==> src/hw/rtl/b64d_pkg.sv <==
// ----------------------------------------------------------------------------
// b64d_pkg
// Shared types, codes and the character classifier of the base64 decoder.
// ----------------------------------------------------------------------------
`default_nettype none

package b64d_pkg;

	// Symbol values of the two punctuation characters of the alphabet.
	localparam logic [5:0] SYM_PLUS  = 6'd62;
	localparam logic [5:0] SYM_SLASH = 6'd63;

	// Saturation value of the byte counter.
	localparam logic [31:0] COUNT_MAX = 32'hFFFF_FFFF;

	// Class of one character after the alphabet lookup.
	typedef enum logic [1:0] {
		KIND_SYM  = 2'd0,
		KIND_SKIP = 2'd1,
		KIND_BAD  = 2'd2
	} kind_t;

	// Input beat: one character and the stream start flag.
	typedef struct packed {
		logic [7:0] in_char;
		logic       stream_start;
	} in_beat_t;

	// Output beat: one decoded byte or the halt mark.
	typedef struct packed {
		logic [7:0]  out_byte;
		logic        halted;
		logic [31:0] byte_total;
	} out_beat_t;

	// Classified command passed from the front to the back.
	typedef struct packed {
		kind_t      kind;
		logic [5:0] sym;
		logic       start;
	} cmd_t;

	// Maps one character through the standard base64 alphabet.
	function automatic cmd_t classify(input logic [7:0] c, input logic start);
		cmd_t r;
		r.start = start;
		r.sym   = '0;
		r.kind  = KIND_BAD;
		case (c) inside
			// Upper case letters give 0 to 25.
			[8'h41:8'h5A]: begin
				r.kind = KIND_SYM;
				r.sym  = 6'(c - 8'h41);
			end
			// Lower case letters give 26 to 51.
			[8'h61:8'h7A]: begin
				r.kind = KIND_SYM;
				r.sym  = 6'(c - 8'h47);
			end
			// Digits give 52 to 61.
			[8'h30:8'h39]: begin
				r.kind = KIND_SYM;
				r.sym  = 6'(c + 8'h04);
			end
			8'h2B: begin
				r.kind = KIND_SYM;
				r.sym  = SYM_PLUS;
			end
			8'h2F: begin
				r.kind = KIND_SYM;
				r.sym  = SYM_SLASH;
			end
			// Space, tab, LF and CR.
			8'h20, 8'h09, 8'h0A, 8'h0D: begin
				r.kind = KIND_SKIP;
			end
			default: begin
				r.kind = KIND_BAD;
			end
		endcase
		return r;
	endfunction

endpackage

`default_nettype wire

==> src/hw/rtl/b64d_front.sv <==
// ----------------------------------------------------------------------------
// b64d_front
// Accepts character beats, classifies them and hands commands to the queue.
// ----------------------------------------------------------------------------
`default_nettype none

module b64d_front import b64d_pkg::*; (
	input  wire logic     clk,
	input  wire logic     arst_n,
	input  wire logic     in_valid,
	output logic          in_stall,
	input  wire in_beat_t in_beat,
	input  wire logic     q_full,
	output logic          q_push,
	output cmd_t          q_cmd
);

	cmd_t cmd_now;
	logic keep_now;
	logic valid_s1;
	cmd_t cmd_s1;

	// Classify the incoming character; whitespace without the start flag never reaches the back.
	always_comb begin
		cmd_now  = classify(in_beat.in_char, in_beat.stream_start);
		keep_now = (cmd_now.kind != KIND_SKIP) || cmd_now.start;
	end

	// The stage holds while the queue cannot take its command.
	assign in_stall = valid_s1 && q_full;
	assign q_push   = valid_s1 && !q_full;
	assign q_cmd    = cmd_s1;

	// Control of the classify stage.
	always_ff @(posedge clk or negedge arst_n) begin
		if (!arst_n) begin
			valid_s1 <= 1'b0;
		end else if (!in_stall) begin
			valid_s1 <= in_valid && keep_now;
		end
	end

	// Payload of the classify stage.
	always_ff @(posedge clk) begin
		if (!in_stall) begin
			cmd_s1 <= cmd_now;
		end
	end

endmodule

`default_nettype wire

==> src/hw/rtl/b64d_queue.sv <==
// ----------------------------------------------------------------------------
// b64d_queue
// Short command queue that decouples the front from the back.
// ----------------------------------------------------------------------------
`default_nettype none

module b64d_queue import b64d_pkg::*; #(
	parameter int DEPTH = 2
) (
	input  wire logic clk,
	input  wire logic arst_n,
	input  wire logic push,
	input  wire cmd_t push_cmd,
	input  wire logic pop,
	output cmd_t      pop_cmd,
	output logic      full,
	output logic      empty
);

	localparam int PTR_W = (DEPTH > 1) ? $clog2(DEPTH) : 1;
	localparam int CNT_W = $clog2(DEPTH + 1);
	localparam logic [PTR_W-1:0] LAST = PTR_W'(DEPTH - 1);
	localparam logic [CNT_W-1:0] FULL_CNT = CNT_W'(DEPTH);

	cmd_t             mem_q [DEPTH];
	logic [PTR_W-1:0] wr_ptr_q;
	logic [PTR_W-1:0] rd_ptr_q;
	logic [CNT_W-1:0] count_q;

	assign full    = (count_q == FULL_CNT);
	assign empty   = (count_q == '0);
	assign pop_cmd = mem_q[rd_ptr_q];

	// Pointers and fill count.
	always_ff @(posedge clk or negedge arst_n) begin
		if (!arst_n) begin
			wr_ptr_q <= '0;
			rd_ptr_q <= '0;
			count_q  <= '0;
		end else begin
			if (push) begin
				wr_ptr_q <= (wr_ptr_q == LAST) ? '0 : wr_ptr_q + 1'b1;
			end
			if (pop) begin
				rd_ptr_q <= (rd_ptr_q == LAST) ? '0 : rd_ptr_q + 1'b1;
			end
			if (push && !pop) begin
				count_q <= count_q + 1'b1;
			end else if (pop && !push) begin
				count_q <= count_q - 1'b1;
			end
		end
	end

	// Command storage.
	always_ff @(posedge clk) begin
		if (push) begin
			mem_q[wr_ptr_q] <= push_cmd;
		end
	end

endmodule

`default_nettype wire

==> src/hw/rtl/b64d_back.sv <==
// ----------------------------------------------------------------------------
// b64d_back
// Decoder state update and the output register of the result channel.
// ----------------------------------------------------------------------------
`default_nettype none

module b64d_back import b64d_pkg::*; (
	input  wire logic clk,
	input  wire logic arst_n,
	input  wire logic q_empty,
	input  wire cmd_t q_cmd,
	output logic      q_pop,
	output logic      out_valid,
	input  wire logic out_stall,
	output out_beat_t out_beat
);

	logic [11:0] acc_q;
	logic [3:0]  cnt_q;
	logic        stopped_q;
	logic [31:0] total_q;
	logic        out_valid_q;
	out_beat_t   out_q;

	logic [11:0] acc_cur, acc_nxt;
	logic [3:0]  cnt_cur, cnt_nxt, cnt_sum;
	logic        stopped_cur, stopped_nxt;
	logic [31:0] total_cur, total_nxt;
	logic        res_valid;
	out_beat_t   res;
	logic [11:0] acc_shifted;

	// A command is taken whenever the output register is free or drains.
	assign q_pop = !q_empty && (!out_valid_q || !out_stall);

	// Next decoder state and the result of the popped command.
	always_comb begin
		acc_cur     = q_cmd.start ? '0 : acc_q;
		cnt_cur     = q_cmd.start ? '0 : cnt_q;
		stopped_cur = q_cmd.start ? 1'b0 : stopped_q;
		total_cur   = q_cmd.start ? '0 : total_q;

		acc_nxt     = acc_cur;
		cnt_nxt     = cnt_cur;
		stopped_nxt = stopped_cur;
		total_nxt   = total_cur;
		res_valid   = 1'b0;
		res         = '0;
		cnt_sum     = cnt_cur + 4'd6;
		acc_shifted = '0;

		if (!stopped_cur) begin
			case (q_cmd.kind)
				KIND_SYM: begin
					acc_nxt = {acc_cur[5:0], q_cmd.sym};
					if (cnt_sum >= 4'd8) begin
						cnt_nxt     = cnt_sum - 4'd8;
						total_nxt   = (total_cur == COUNT_MAX) ? total_cur
							: total_cur + 32'd1;
						acc_shifted = acc_nxt >> cnt_nxt;
						res_valid   = 1'b1;
						res.out_byte   = acc_shifted[7:0];
						res.halted     = 1'b0;
						res.byte_total = total_nxt;
					end else begin
						cnt_nxt = cnt_sum;
					end
				end
				KIND_SKIP: begin
					res_valid = 1'b0;
				end
				default: begin
					// Terminator or invalid character: drop pending bits and halt.
					stopped_nxt    = 1'b1;
					acc_nxt        = '0;
					cnt_nxt        = '0;
					res_valid      = 1'b1;
					res.out_byte   = '0;
					res.halted     = 1'b1;
					res.byte_total = total_cur;
				end
			endcase
		end
	end

	// Decoder state and output control.
	always_ff @(posedge clk or negedge arst_n) begin
		if (!arst_n) begin
			acc_q       <= '0;
			cnt_q       <= '0;
			stopped_q   <= 1'b0;
			total_q     <= '0;
			out_valid_q <= 1'b0;
		end else begin
			if (q_pop) begin
				acc_q     <= acc_nxt;
				cnt_q     <= cnt_nxt;
				stopped_q <= stopped_nxt;
				total_q   <= total_nxt;
			end
			if (!out_valid_q || !out_stall) begin
				out_valid_q <= q_pop && res_valid;
			end
		end
	end

	// Output payload.
	always_ff @(posedge clk) begin
		if (q_pop && res_valid) begin
			out_q <= res;
		end
	end

	assign out_valid = out_valid_q;
	assign out_beat  = out_q;

`ifndef SYNTHESIS
	// A held result is never overwritten by a new command.
	a_no_pop_when_held: assert property (@(posedge clk) disable iff (!arst_n)
		!(q_pop && out_valid_q && out_stall))
		else $error("command popped while the output beat was held");

	// The halted state carries no pending bits.
	a_stopped_clean: assert property (@(posedge clk) disable iff (!arst_n)
		stopped_q |-> (cnt_q == '0) && (acc_q == '0))
		else $error("pending bits kept after halt");

	// Entering the halted state presents exactly the halt beat.
	a_halt_beat: assert property (@(posedge clk) disable iff (!arst_n)
		$rose(stopped_q) |-> out_valid_q && out_q.halted && (out_q.out_byte == '0))
		else $error("halt entered without a halt beat");

	// Pending bit count stays even and below one byte.
	a_cnt_range: assert property (@(posedge clk) disable iff (!arst_n)
		q_pop |=> (cnt_q[0] == 1'b0) && (cnt_q <= 4'd6))
		else $error("pending bit count out of range");
`endif

endmodule

`default_nettype wire

==> src/hw/rtl/base64_stream_decoder.sv <==
// ----------------------------------------------------------------------------
// base64_stream_decoder
// Streaming base64 decoder: one ASCII character in, at most one byte out.
// ----------------------------------------------------------------------------
// Usage:
//   The input channel (in_valid, in_stall, in_beat) takes one character per
//   beat together with a stream start flag that clears the decoder state
//   before that character. The output channel (out_valid, out_stall,
//   out_beat) gives one beat per decoded byte and one halt beat when a
//   terminator or invalid character stops the stream; whitespace gives none.
//   Throughput is one character per cycle while neither side stalls, set
//   by the state update in the back stage. A result passes from the
//   classify register through the command queue into the output register.
//   When the receiver stalls, the output register holds its beat; the queue
//   of QUEUE_DEPTH commands fills next, and then in_stall rises.
//   Reset clears the accumulator, bit count, halt flag and byte count and
//   empties every stage; no clearing pass is needed.
// ----------------------------------------------------------------------------
`default_nettype none

module base64_stream_decoder import b64d_pkg::*; #(
	parameter int QUEUE_DEPTH = 2
) (
	input  wire logic      clk,
	input  wire logic      arst_n,
	input  wire logic      in_valid,
	output logic           in_stall,
	input  wire in_beat_t  in_beat,
	output logic           out_valid,
	input  wire logic      out_stall,
	output out_beat_t      out_beat
);

	logic q_full;
	logic q_empty;
	logic q_push;
	logic q_pop;
	cmd_t push_cmd;
	cmd_t pop_cmd;

	b64d_front u_front (
		.clk      (clk),
		.arst_n   (arst_n),
		.in_valid (in_valid),
		.in_stall (in_stall),
		.in_beat  (in_beat),
		.q_full   (q_full),
		.q_push   (q_push),
		.q_cmd    (push_cmd)
	);

	b64d_queue #(
		.DEPTH (QUEUE_DEPTH)
	) u_queue (
		.clk      (clk),
		.arst_n   (arst_n),
		.push     (q_push),
		.push_cmd (push_cmd),
		.pop      (q_pop),
		.pop_cmd  (pop_cmd),
		.full     (q_full),
		.empty    (q_empty)
	);

	b64d_back u_back (
		.clk       (clk),
		.arst_n    (arst_n),
		.q_empty   (q_empty),
		.q_cmd     (pop_cmd),
		.q_pop     (q_pop),
		.out_valid (out_valid),
		.out_stall (out_stall),
		.out_beat  (out_beat)
	);

endmodule

`default_nettype wire
==> config.mk <==
export PLATFORM = sky130hd
export DESIGN_NAME = base64_stream_decoder
export DESIGN_NICKNAME = d
export VERILOG_FILES = /design/src/hw/rtl/b64d_pkg.sv /design/src/hw/rtl/b64d_front.sv /design/src/hw/rtl/b64d_queue.sv /design/src/hw/rtl/b64d_back.sv /design/src/hw/rtl/base64_stream_decoder.sv
export SDC_FILE = /design/constraint.sdc
export NUM_CORES = 1
export LEC_CHECK = 0
export CAP_MARGIN = 15
export CORE_MARGIN = 2
export CORE_UTILIZATION = 50
export DETAILED_ROUTE_END_ITERATION = 12
export DONT_BUFFER_PORTS = 1
export GPL_TIMING_DRIVEN = 0
export PLACE_DENSITY = 0.68
export SLEW_MARGIN = 10
export SYNTH_ARGS = -nofsm -noshare
export SYNTH_HDL_FRONTEND = slang
export SYNTH_SLANG_ARGS = --single-unit
==> constraint.sdc <==
create_clock -name clk -period 4 [get_ports clk]
set_clock_uncertainty 0.2 [all_clocks]
set_input_delay 0.2 -clock clk [delete_from_list [all_inputs] [get_ports clk]]
set_output_delay 0.2 -clock clk [all_outputs]
set_load 0.02 [all_outputs]
==> results of run 1 <==
## worst max-delay path: cells and delay by family (launching register included)
family	cells	cell delay [ps]
compound gates	2	500
xor+xnor	1	150
fa+ha+maj	1	270
buf+inv	3	800
flops	1	330
mux	1	420
simple gates	4	1010
## final cells by class
type	instances	area, sq um	share of cell area
tap	176	220	0.0285
clock inverter	10	71.3	0.00923
clock buffer	22	495	0.0641
inverter	19	71.3	0.00923
sequential	117	3270	0.423
buffer	37	173	0.0223
timing repair buffer	20	215	0.0278
multi-input combinational	511	3210	0.416
## logic make-up after synthesis
family	Yosys count	synth area share
multiplexers	23	0.0400
AND/OR/NAND/NOR	275	0.215
adder cells (fa/ha/maj)	10	0.0187
AO/OA/AOI/OAI	182	0.174
flip-flops	117	0.488
buffers and inverters	58	0.0368
XOR/XNOR	21	0.0274
## repair_timing
item                                    4_1_cts  5_1_grt
pin swaps                                     1        2
setup buffers                                 1        4
hold endpoints to repair                     58        0
hold buffers                                 14        0
endpoints found under the setup margin      115       29
resized for setup                             3        5
## stage by stage
| stage | utilization | instances |
|---|---|---|
| global route | 0.586 | 912 |
| finish | 0.586 | 912 |
| global placement | 0.525 | 862 |
| detailed placement | 0.526 | 863 |
| floorplan | - | 686 |
| CTS | 0.582 | 908 |
## per-layer routing
| metal | GRT usage | share of wire | vias up |
|---|---|---|---|
| li1 | - | - | 2650 |
| met4 | 0.119 | 0.034 | 0 |
| met5 | 0 | 0 | - |
| met1 | 0.373 | 0.45 | 2751 |
| met3 | 0.0703 | 0.092 | 49 |
| met2 | 0.380 | 0.43 | 307 |
## where the power goes
group / leakage, nW / internal (mW) / switching (mW)
Combinational: 1.26 / 0.448 / 1.11
Sequential: 1.32 / 1.78 / 0.449
Clock: 0.266 / 0.875 / 0.550
## state kept, by name (all words and copies together), names as in the netlist
name / count
u_back.acc_q: 6
u_back.cnt_q: 4
u_back.out_beat: 41
u_back.out_valid: 1
u_back.stopped_q: 1
u_back.total_q: 32
u_front.q_cmd: 9
u_front.valid_s1: 1
u_queue.count_q: 2
u_queue.mem_q: 18
u_queue.rd_ptr_q: 1
u_queue.wr_ptr_q: 1
## layout by cell type (no fill, tap or decap), types with 6 or more instances in the layout
cell type / synthesis / final
dfrtp_1: 49 / 49
buf_4: 3 / 8
inv_1: 18 / 18
a211oi_1: 9 / 9
nor2b_1: 7 / 7
nor2_1: 42 / 42
dlygate4sd3_1: 0 / 13
and4_1: 10 / 10
mux2i_1: 14 / 14
clkbuf_16: 0 / 18
nor3_1: 16 / 15
o21ai_0: 56 / 56
a31oi_1: 14 / 14
and2_1: 11 / 10
xor2_1: 11 / 11
clkbuf_1: 26 / 23
a21oi_1: 46 / 46
nand2_1: 89 / 89
ha_1: 10 / 10
nand3_1: 33 / 33
and3_1: 12 / 12
or3_1: 6 / 6
mux2_2: 6 / 6
nand4_1: 19 / 19
xnor2_1: 10 / 10
edfxtp_1: 68 / 68
## worst paths after layout
kind                                       end  slack (ps)
setup / recovery            u_back.out_beat[2]         140
hold / removal                u_front.q_cmd[5]          50
setup reg to reg            u_back.out_beat[2]         140
hold reg to reg            u_queue.mem_q[0][2]         240
max in group asynchronous      u_back.acc_q[0]        3240
min in group asynchronous   u_back.total_q[12]         110
==> results.ini, run 1 <==
[detailed_routing]
wl_um = 18500
drt-initial-drc-count = 697
route.detailed.drc = 0
viasPerCell = 6.31
dr.pass1.iters = 7
num_vias = 5757
drtAntennaViolNets = 0
detail_route.wl_per_cell_um = 20.3

[placed_design]
post-place-ws_ps = -1130
port_buffers = 0
dpl.hpwl_um = 12900
placed_cell_area_sq_um = 6940
routabilityCongestion = 0.928

[clock_tree]
h-tree-depth = 4
worstSkewPairLatency_ps = 430
clockBufferDepth = 2
cts-root-buf = clkbuf_16
cts_tree = done
numClockSinks = 117
clk_pin_slew_ps = 50
cts_made_buffers = 17

[final_layout]
fill_cells = 1126
antenna_cells = 0
nNetsFinal = 746
drive_gt1_frac = 0.113
stdcell_area_sq_um = 7730
area_growth_syn_to_layout_pct = 15.3

[global_routing]
grt_pass1_vias = 5382
grt_overflow = 0
grtUsageTotal = 0.264
grt_pass1_wl_um = 28900
grt_max_degree = 50
antenna_found_initial = 0

[floorplan]
die_w_um = 120
rows = 42
die-area_sq_um = 14300
num_io_pins = 56
die_h_um = 120
initial_core_util = 0.508
core_area_sq_um = 13200

[setup_path]
crit_path_max_incr_delay_ps = 570
crit_slowest_cell = or3_1
critPathKind = flop to flop
cp_data_required_time_ps = 4050
worst_ep_arrival_time_ps = 3910
worstSetupStartpoint = u_queue.rd_ptr_q
startpoint_type = flop
cp_max_fo = 28
crit_chain = buf_6 > mux2i_4 > buf_4 > clkbuf_4 > nand2_1 > ha_1 > xnor2_1 > o21ai_0 > or3_1 > nand2_1 > nand3_1 > o21ai_0
r2r_cells = 12
reg2reg_from = u_queue.rd_ptr_q
endpoint_kind = flop

[synthesis]
ys_seq_elements = 117
synth_edf_count = 68
postSynthAreaPerCell_sq_um = 9.77
synth_most_common_cell = nand2_1
ys_async_sr_fraction = 0.419
yosys_warnings = 0
synth_cells = 686
synth_ff_type = edfxtp_1
synth_common_cells = 89 x nand2_1, 68 x edfxtp_1, 56 x o21ai_0, 49 x dfrtp_1, 46 x a21oi_1
ys_seq_area_frac = 0.488
synth_top_cell_by_area = edfxtp_1
yosys-top-cells-area = edfxtp_1 30%, dfrtp_1 18%, nand2_1 5.0%
yosysUniqueCellTypes = 74
synthesis.nets = 709
syn_area_sq_um = 6700
synth.top_cell.area_share = 0.305

[sta]
tns_ps = 0
fin_crit_sh = 0.965
max_slew_margin = 0.258
worst_pin_slew_ps = 1100
finalMaxSlewViolations = 0
hold_violations = 0
setup_violations = 0
finalWorstSetupSlack_ps = 139
whs_ps = 47.3
min_period_ps = 3860
rsz0062_at_grt = false
max_freq_ghz = 0.259

[job]
cap_violations = 0

[power]
leakage_nw = 2.84
powerDensity_nw_per_um2 = 674
finalPower_mw = 5.21
peakVddDrop_mv = 0.329

[min_path]
holdPathStages = 3
min_path_type = primary input to flop
min_from = in_beat[8]

[run_status]
status = completed

Note: power is estimated with default switching activity, not from simulation.
==> inputs of run 2 (changes only) <==
--- a/config.mk
+++ b/config.mk
@@ -7,12 +7,13 @@
 export LEC_CHECK = 0
 export CAP_MARGIN = 15
 export CORE_MARGIN = 2
-export CORE_UTILIZATION = 50
+export CORE_UTILIZATION = 35
 export DETAILED_ROUTE_END_ITERATION = 12
 export DONT_BUFFER_PORTS = 1
 export GPL_TIMING_DRIVEN = 0
-export PLACE_DENSITY = 0.68
+export PLACE_DENSITY = 0.54
 export SLEW_MARGIN = 10
 export SYNTH_ARGS = -nofsm -noshare
 export SYNTH_HDL_FRONTEND = slang
+export SYNTH_HIERARCHICAL = 1
 export SYNTH_SLANG_ARGS = --single-unit
==> run 2 against run 1 <==
Effect of this change: total power grew 0.84%; synthesized cell count decreased by 3.6%; hold slack worse by 15 ps; wire length is 0.24% lower; sequential share of layout area decreased by 0.83 points; global-route usage decreased by 7.1 points; final cell count grew 3.9%; setup slack gained 75 ps; non-clock buffer count fell by 10; clock-buffer cell count down 1; synthesized area shrank 1.3%; largest cell class unchanged.
==> results.ini, run 2 <==
[synthesis]
yosys-top-cells-area = edfxtp_1 31%, dfrtp_1 19%, nand2_1 4.6%  ; was edfxtp_1 30%, dfrtp_1 18%, nand2_1 5.0%
ys_seq_elements = 117  ; unchanged
yosys.area_share.simple = 0.207  ; was 0.215
synth_top_cell_by_area = edfxtp_1  ; unchanged
synth_most_common_cell = nand2_1  ; unchanged
synth_common_cells = 81 x nand2_1, 68 x edfxtp_1, 58 x nor2_1, 49 x dfrtp_1, 39 x a21oi_1  ; was 89 x nand2_1, 68 x edfxtp_1, 56 x o21ai_0, 49 x dfrtp_1, 46 x a21oi_1
yosysUniqueCellTypes = 77  ; was 74
synth_xor_area_frac = 0.0477  ; was 0.0274
syn_area_sq_um = 6610  ; was 6700 sq um
synth_edf_count = 68  ; unchanged
postSynthAreaPerCell_sq_um = 10.0  ; was 9.77 sq um
synthesis.nets = 684  ; was 709
synth-adder-area-share = 0.0189  ; was 0.0187
ys_seq_area_frac = 0.494  ; was 0.488
muxShareOfSynthArea = 0.0418  ; was 0.0400
synth_top_family_by_area = simple AND/OR/NAND/NOR gates  ; unchanged
synth_cells = 661  ; was 686
synth_ff_type = edfxtp_1  ; unchanged
ys_async_sr_fraction = 0.419  ; unchanged
synth.top_cell.area_share = 0.309  ; was 0.305
synth-compound-area-share = 0.158  ; was 0.174
yosys_warnings = 6  ; was 0

[detailed_routing]
detail_route.wl_per_cell_um = 19.5  ; was 20.3 um
wl_um = 18500  ; about the same
drt-initial-drc-count = 568  ; was 697
viasPerCell = 5.71  ; was 6.31
dr.pass1.iters = 5  ; was 7
num_vias = 5410  ; was 5757
route.detailed.drc = 0  ; unchanged
drtAntennaViolNets = 0  ; unchanged

[sta]
worst_pin_slew_ps = 1200  ; was 1100 ps
finalMaxSlewViolations = 0  ; unchanged
max_slew_margin = 0.197  ; was 0.258
fin_crit_sh = 0.946  ; was 0.965
setup_violations = 0  ; unchanged
tns_ps = 0  ; unchanged
rsz0062_at_grt = false  ; unchanged
whs_ps = 32.1  ; was 47.3 ps
min_period_ps = 3790  ; was 3860 ps
max_freq_ghz = 0.264  ; was 0.259 GHz
hold_violations = 0  ; unchanged

[clock_tree]
numClockSinks = 117  ; unchanged
clk_pin_slew_ps = 60  ; was 50 ps
cts-root-buf = clkbuf_16  ; unchanged
h-tree-depth = 4  ; unchanged
cts_tree = done  ; unchanged
worstSkewPairLatency_ps = 420  ; was 430 ps
clockBufferDepth = 2  ; unchanged
cts_made_buffers = 17  ; unchanged

[final_layout]
stdcell_area_sq_um = 7880  ; was 7730 sq um
drive_gt1_frac = 0.139  ; was 0.113
antenna_cells = 0  ; unchanged
final_cells = 948  ; was 912
mostFrequentLayoutCell = nand2_1  ; unchanged
largest_reg_flops = 41  ; unchanged
area_growth_syn_to_layout_pct = 19.2  ; was 15.3%
most-common-layout-cells = 81 x nand2_1, 68 x edfxtp_1, 52 x nor2_1  ; was 89 x nand2_1, 68 x edfxtp_1, 56 x o21ai_0
nNetsFinal = 724  ; was 746

[floorplan]
initial_core_util = 0.355  ; was 0.508
die_w_um = 141  ; was 120 um
num_io_pins = 56  ; unchanged
die_h_um = 141  ; was 120 um
die-area_sq_um = 20000  ; was 14300 sq um
core_area_sq_um = 18600  ; was 13200 sq um
rows = 50  ; was 42

[setup_path]
reg2reg_from = u_queue/rd_ptr_q  ; was u_queue.rd_ptr_q
startpoint_type = flop  ; unchanged
endpoint_kind = flop  ; unchanged
regToRegSetupSlack_ps = 210  ; was 140 ps
critPathKind = flop to flop  ; unchanged
worst_ep_arrival_time_ps = 3760  ; was 3910 ps
cp_max_fo = 19  ; was 28
r2r_cells = 12  ; unchanged
cp_data_required_time_ps = 3970  ; was 4050 ps
endpoint = u_back/out_beat[2]  ; was u_back.out_beat[2]
r2r-end = u_back/out_beat[2]  ; was u_back.out_beat[2]
worstSetupStartpoint = u_queue/rd_ptr_q  ; was u_queue.rd_ptr_q

[power]
power.switching_fraction = 0.372  ; was 0.405
intPower_mw = 3.30  ; was 3.10 mW
peakVddDrop_mv = 0.292  ; was 0.329 mV
power_frac_clock = 0.311  ; was 0.273
finalPower_mw = 5.25  ; was 5.21 mW
leakage_nw = 2.85  ; was 2.84 nW
p_comb_frac = 0.306  ; was 0.299
p_sw_mw = 1.95  ; was 2.11 mW
powerDensity_nw_per_um2 = 667  ; was 674 nW/um^2
p_seq_frac = 0.383  ; was 0.428

[global_routing]
grt_max_degree = 50  ; unchanged
grtUsageTotal = 0.193  ; was 0.264
grt_overflow = 0  ; unchanged
grt_pass1_vias = 5420  ; was 5382
grt_pass1_wl_um = 29800  ; was 28900 um
antenna_found_initial = 0  ; unchanged

[placed_design]
dpl.hpwl_um = 12700  ; was 12900 um
placed_cell_area_sq_um = 6920  ; was 6940 sq um
routabilityCongestion = 0.902  ; was 0.928
port_buffers = 0  ; unchanged
dp_cells = 895  ; was 863

[min_path]
min_from = in_beat[7]  ; was in_beat[8]
min_path_type = primary input to flop  ; unchanged

[run_status]
status = completed  ; unchanged

[job]
cap_violations = 0  ; unchanged

==> run 2: repair_timing <==
| item | in CTS | in global routing |
|---|---|---|
| endpoints found under the hold margin | 59 | 0 |
| setup endpoints to repair | 114 | 86 |
| setup buffers | 1 | 3 |
| gates resized for setup | 28 | 7 |
| hold buffers | 14 | 0 |
| gates cloned | 3 | 1 |
| pin swaps | 4 | 5 |
==> run 2: worst min path at each step <==
stage | to | cells after the start | slack, ps
floorplan | u_back/acc_q[0] | 0 | -300
global placement | u_back/out_valid | 0 | -290
detailed placement | u_back/out_valid | 0 | -290
CTS | u_front/q_cmd[4] | 3 | 6
global route | u_front/q_cmd[4] | 3 | 30
finish | u_front/q_cmd[4] | 3 | 30
==> run 2: cells by family (layout without fill, tap and decap cells) <==
logic type	Yosys count	count (layout)
XOR/XNOR	36	36
AND/OR/NAND/NOR	269	273
buffers and inverters	51	100
flip-flops	117	117
multiplexers	26	26
adder cells (fa/ha/maj)	10	10
AO/OA/AOI/OAI	152	152
==> run 2: power by group through the flow <==
stage	registers, mW	logic (mW)	clock network, mW
2_1_floorplan	1.99	0.979	0
3_3_place_gp	2.03	1.40	0
3_5_place_dp	2.04	1.41	0
4_1_cts	2.02	1.61	1.66
5_1_grt	2.05	1.76	1.72
6_report	2.01	1.61	1.63
==> run 2: area by class of cell <==
cell class,count,area [sq um]
buffer,29,156
sequential,117,3270
tap,234,293
inverter,21,81.3
timing repair buffer,18,200
fill,1804,10800
clock buffer,21,450
clock inverter,11,180
multi-input combinational,497,3250
==> run 2: worst max-delay path: stages (launching register included) <==
cell,delay (ps)
dfrtp_1,370
buf_6,150
mux2_4,370
clkbuf_4,280
nand2b_2,270
clkbuf_4,210
ha_1,270
nor4bb_4,190
a22o_1,280
clkbuf_4,220
nor2_4,320
nor2_2,110
a32o_1,290
==> run 2: per-layer routing <==
layer | share of wire | vias up | GRT usage | routed length (um)
li1 | - | 2517 | - | -
met1 | 0.42 | 2630 | 0.240 | 7670
met2 | 0.50 | 228 | 0.323 | 9150
met3 | 0.063 | 35 | 0.0415 | 1160
met4 | 0.026 | 0 | 0.0868 | 483
met5 | 0 | - | 0 | 0
==> run 2: per-stage QoR <==
step	util	worst slack (ps)
final	0.423	214
after global routing	0.423	42.1
after CTS	0.420	4.83
after detailed placement	0.371	-1520
after global placement	0.371	-1420
after floorplan	-	26.1
==> inputs of run 3 (changes only) <==
--- a/config.mk
+++ b/config.mk
@@ -11,7 +11,7 @@
 export DETAILED_ROUTE_END_ITERATION = 12
 export DONT_BUFFER_PORTS = 1
 export GPL_TIMING_DRIVEN = 0
-export PLACE_DENSITY = 0.54
+export PLACE_DENSITY = 0.52
 export SLEW_MARGIN = 10
 export SYNTH_ARGS = -nofsm -noshare
 export SYNTH_HDL_FRONTEND = slang
==> constraint.sdc (replaced) <==
create_clock -name clk -period 3.7 [get_ports clk]
set_clock_uncertainty 0.2 [all_clocks]
set_input_delay 0.185 -clock clk [delete_from_list [all_inputs] [get_ports clk]]
set_output_delay 0.185 -clock clk [all_outputs]
set_load 0.02 [all_outputs]
==> run 3 against run 2 <==
Effect of this change: maximum frequency rose by 5.5%; critical path depth is 3 higher; via count is 1.3% higher; hold slack lost 12 ps; global-route usage is 0.086 points lower; sequential power rose by 8%; critical path type unchanged.
==> results.ini, run 3 (synthesis results as in run 2) <==
[run_status]
status = completed  ; unchanged

[sta]
rsz0062_at_grt = false  ; unchanged
hold_violations = 0  ; unchanged
min_period_ps = 3590  ; was 3790 ps
finalMaxSlewViolations = 0  ; unchanged
finalWorstSetupSlack_ps = 112  ; was 214 ps
worst_pin_slew_ps = 1100  ; was 1200 ps
setup_violations = 0  ; unchanged
fin_crit_sh = 0.970  ; was 0.946
max_freq_ghz = 0.279  ; was 0.264 GHz
whs_ps = 20.5  ; was 32.1 ps
max_slew_margin = 0.266  ; was 0.197

[clock_tree]
worstSkewPairLatency_ps = 420  ; about the same
cts_tree = done  ; unchanged
numClockSinks = 117  ; unchanged
h-tree-depth = 4  ; unchanged
clk_pin_slew_ps = 50  ; was 60 ps
clockBufferDepth = 2  ; unchanged
cts_made_buffers = 17  ; unchanged
cts-root-buf = clkbuf_16  ; unchanged

[final_layout]
mostFrequentLayoutCell = nand2_1  ; unchanged
antenna_cells = 0  ; unchanged
post-route-util = 0.426  ; was 0.423
nNetsFinal = 731  ; was 724
stdcell_area_sq_um = 7940  ; was 7880 sq um
largest_reg_flops = 41  ; unchanged
area_growth_syn_to_layout_pct = 20.1  ; was 19.2%
most-common-layout-cells = 80 x nand2_1, 68 x edfxtp_1, 53 x nor2_1  ; was 81 x nand2_1, 68 x edfxtp_1, 52 x nor2_1
drive_gt1_frac = 0.141  ; was 0.139
final_cells = 955  ; was 948

[floorplan]
die_h_um = 141  ; unchanged
rows = 50  ; unchanged
initial_core_util = 0.355  ; unchanged
die-area_sq_um = 20000  ; unchanged
num_io_pins = 56  ; unchanged
die_w_um = 141  ; unchanged
core_area_sq_um = 18600  ; unchanged

[setup_path]
cp_data_required_time_ps = 3840  ; was 3970 ps
endpoint_kind = flop  ; unchanged
worst_ep_arrival_time_ps = 3730  ; was 3760 ps
critPathKind = flop to flop  ; unchanged
cp_max_fo = 19  ; unchanged
startpoint_type = flop  ; unchanged

[detailed_routing]
route.detailed.drc = 0  ; unchanged
dr.pass1.iters = 5  ; unchanged
detail_route.wl_per_cell_um = 19.9  ; was 19.5 um
wl_um = 19000  ; was 18500 um
drtAntennaViolNets = 0  ; unchanged
viasPerCell = 5.74  ; was 5.71
num_vias = 5482  ; was 5410
drt-initial-drc-count = 488  ; was 568

[job]
cap_violations = 0  ; unchanged

[power]
p_seq_frac = 0.381  ; was 0.383
p_comb_frac = 0.336  ; was 0.306
powerDensity_nw_per_um2 = 717  ; was 667 nW/um^2
leakage_nw = 2.87  ; was 2.85 nW
p_sw_mw = 2.17  ; was 1.95 mW
intPower_mw = 3.53  ; was 3.30 mW
power_frac_clock = 0.283  ; was 0.311
power.switching_fraction = 0.381  ; was 0.372
peakVddDrop_mv = 0.288  ; was 0.292 mV

[placed_design]
dp_cells = 895  ; unchanged
placed_cell_area_sq_um = 6960  ; was 6920 sq um
routabilityCongestion = 0.903  ; was 0.902
dpl.hpwl_um = 13000  ; was 12700 um
post-place-ws_ps = -996  ; was -1520 ps
port_buffers = 0  ; unchanged

[global_routing]
grt_pass1_vias = 5340  ; was 5420
grt_pass1_wl_um = 29500  ; was 29800 um
grtUsageTotal = 0.192  ; was 0.193
grt_overflow = 0  ; unchanged
antenna_found_initial = 0  ; unchanged
grt_max_degree = 50  ; unchanged

[min_path]
min_path_type = primary input to flop  ; unchanged

## run 3: cell types whose count changed in the layout (fill, tap and decap cells not counted), sizes merged
cell	change
buf	+8
bufinv	-2
clkbuf	-2
clkinv	+1
clkinvlp	+2
dlygate4sd3	+2
inv	-1
nor2	-1
## run 3: metrics by stage
stage / TNS [ps] / total power [mW]
finish: 0 / 5.70
global route: 0 / 5.96
CTS: 0 / 5.73
detailed placement: -80020 / 3.78
global placement: -77690 / 3.75
floorplan: 0 / 3.24
## run 3: layout make-up
cell class	count	area, sq um
fillers	1766	10700
flip-flops and latches	117	3270
multi-input cells	496	3250
clock buffers	21	440
repair buffers	26	303
well taps	234	293
plain buffers	29	170
clock inverters	11	134
inverters	21	83.8
## run 3: worst paths after layout
kind	from	end	slack, ps	depth (start not counted)
setup / recovery	u_queue/rd_ptr_q	u_back/total_q[16]	110	15
hold / removal	in_beat[7]	u_front/q_cmd[6]	20	3
max in group asynchronous	arst_n	u_back/acc_q[5]	2940	2
hold reg to reg	u_front/q_cmd[5]	u_queue/mem_q[0][5]	250	0
min in group asynchronous	arst_n	u_back/total_q[8]	80	2
setup reg to reg	u_queue/rd_ptr_q	u_back/total_q[16]	110	15
## run 3: timing repair
item | CTS | global route
hold endpoints to repair | 59 | 0
pin swaps | 8 | 1
setup buffers | 9 | 1
cloned | 3 | 0
hold buffers | 16 | 0
gates resized for setup | 27 | 1
setup endpoints to repair | 114 | 17
## run 3: power groups by stage
stage                     registers (mW)  clock network [mW]  logic, mW
after global routing                2.21                1.71       2.04
after global placement              2.20                   0       1.55
after detailed placement            2.21                   0       1.57
final                               2.17                1.61       1.91
after floorplan                     2.15                   0       1.09
after CTS                           2.17                1.65       1.90
## run 3: layer usage
metal,share of wire,vias up,global-route usage
met5,0,-,0
met4,0.030,0,0.0989
met3,0.054,38,0.0391
met2,0.49,208,0.324
met1,0.42,2698,0.233
li1,-,2538,-
## run 3: worst max-delay path, stage by stage, from the launching register on
cell	delay, ps
dfrtp_1	370
buf_6	150
mux2_4	300
buf_8	210
clkinv_4	140
clkbuf_4	240
nand2_1	90
ha_1	220
nor4bb_4	350
a22oi_2	160
buf_4	170
nor2_4	100
nand2_1	70
buf_2	240
nor4_2	310
xnor2_1	160
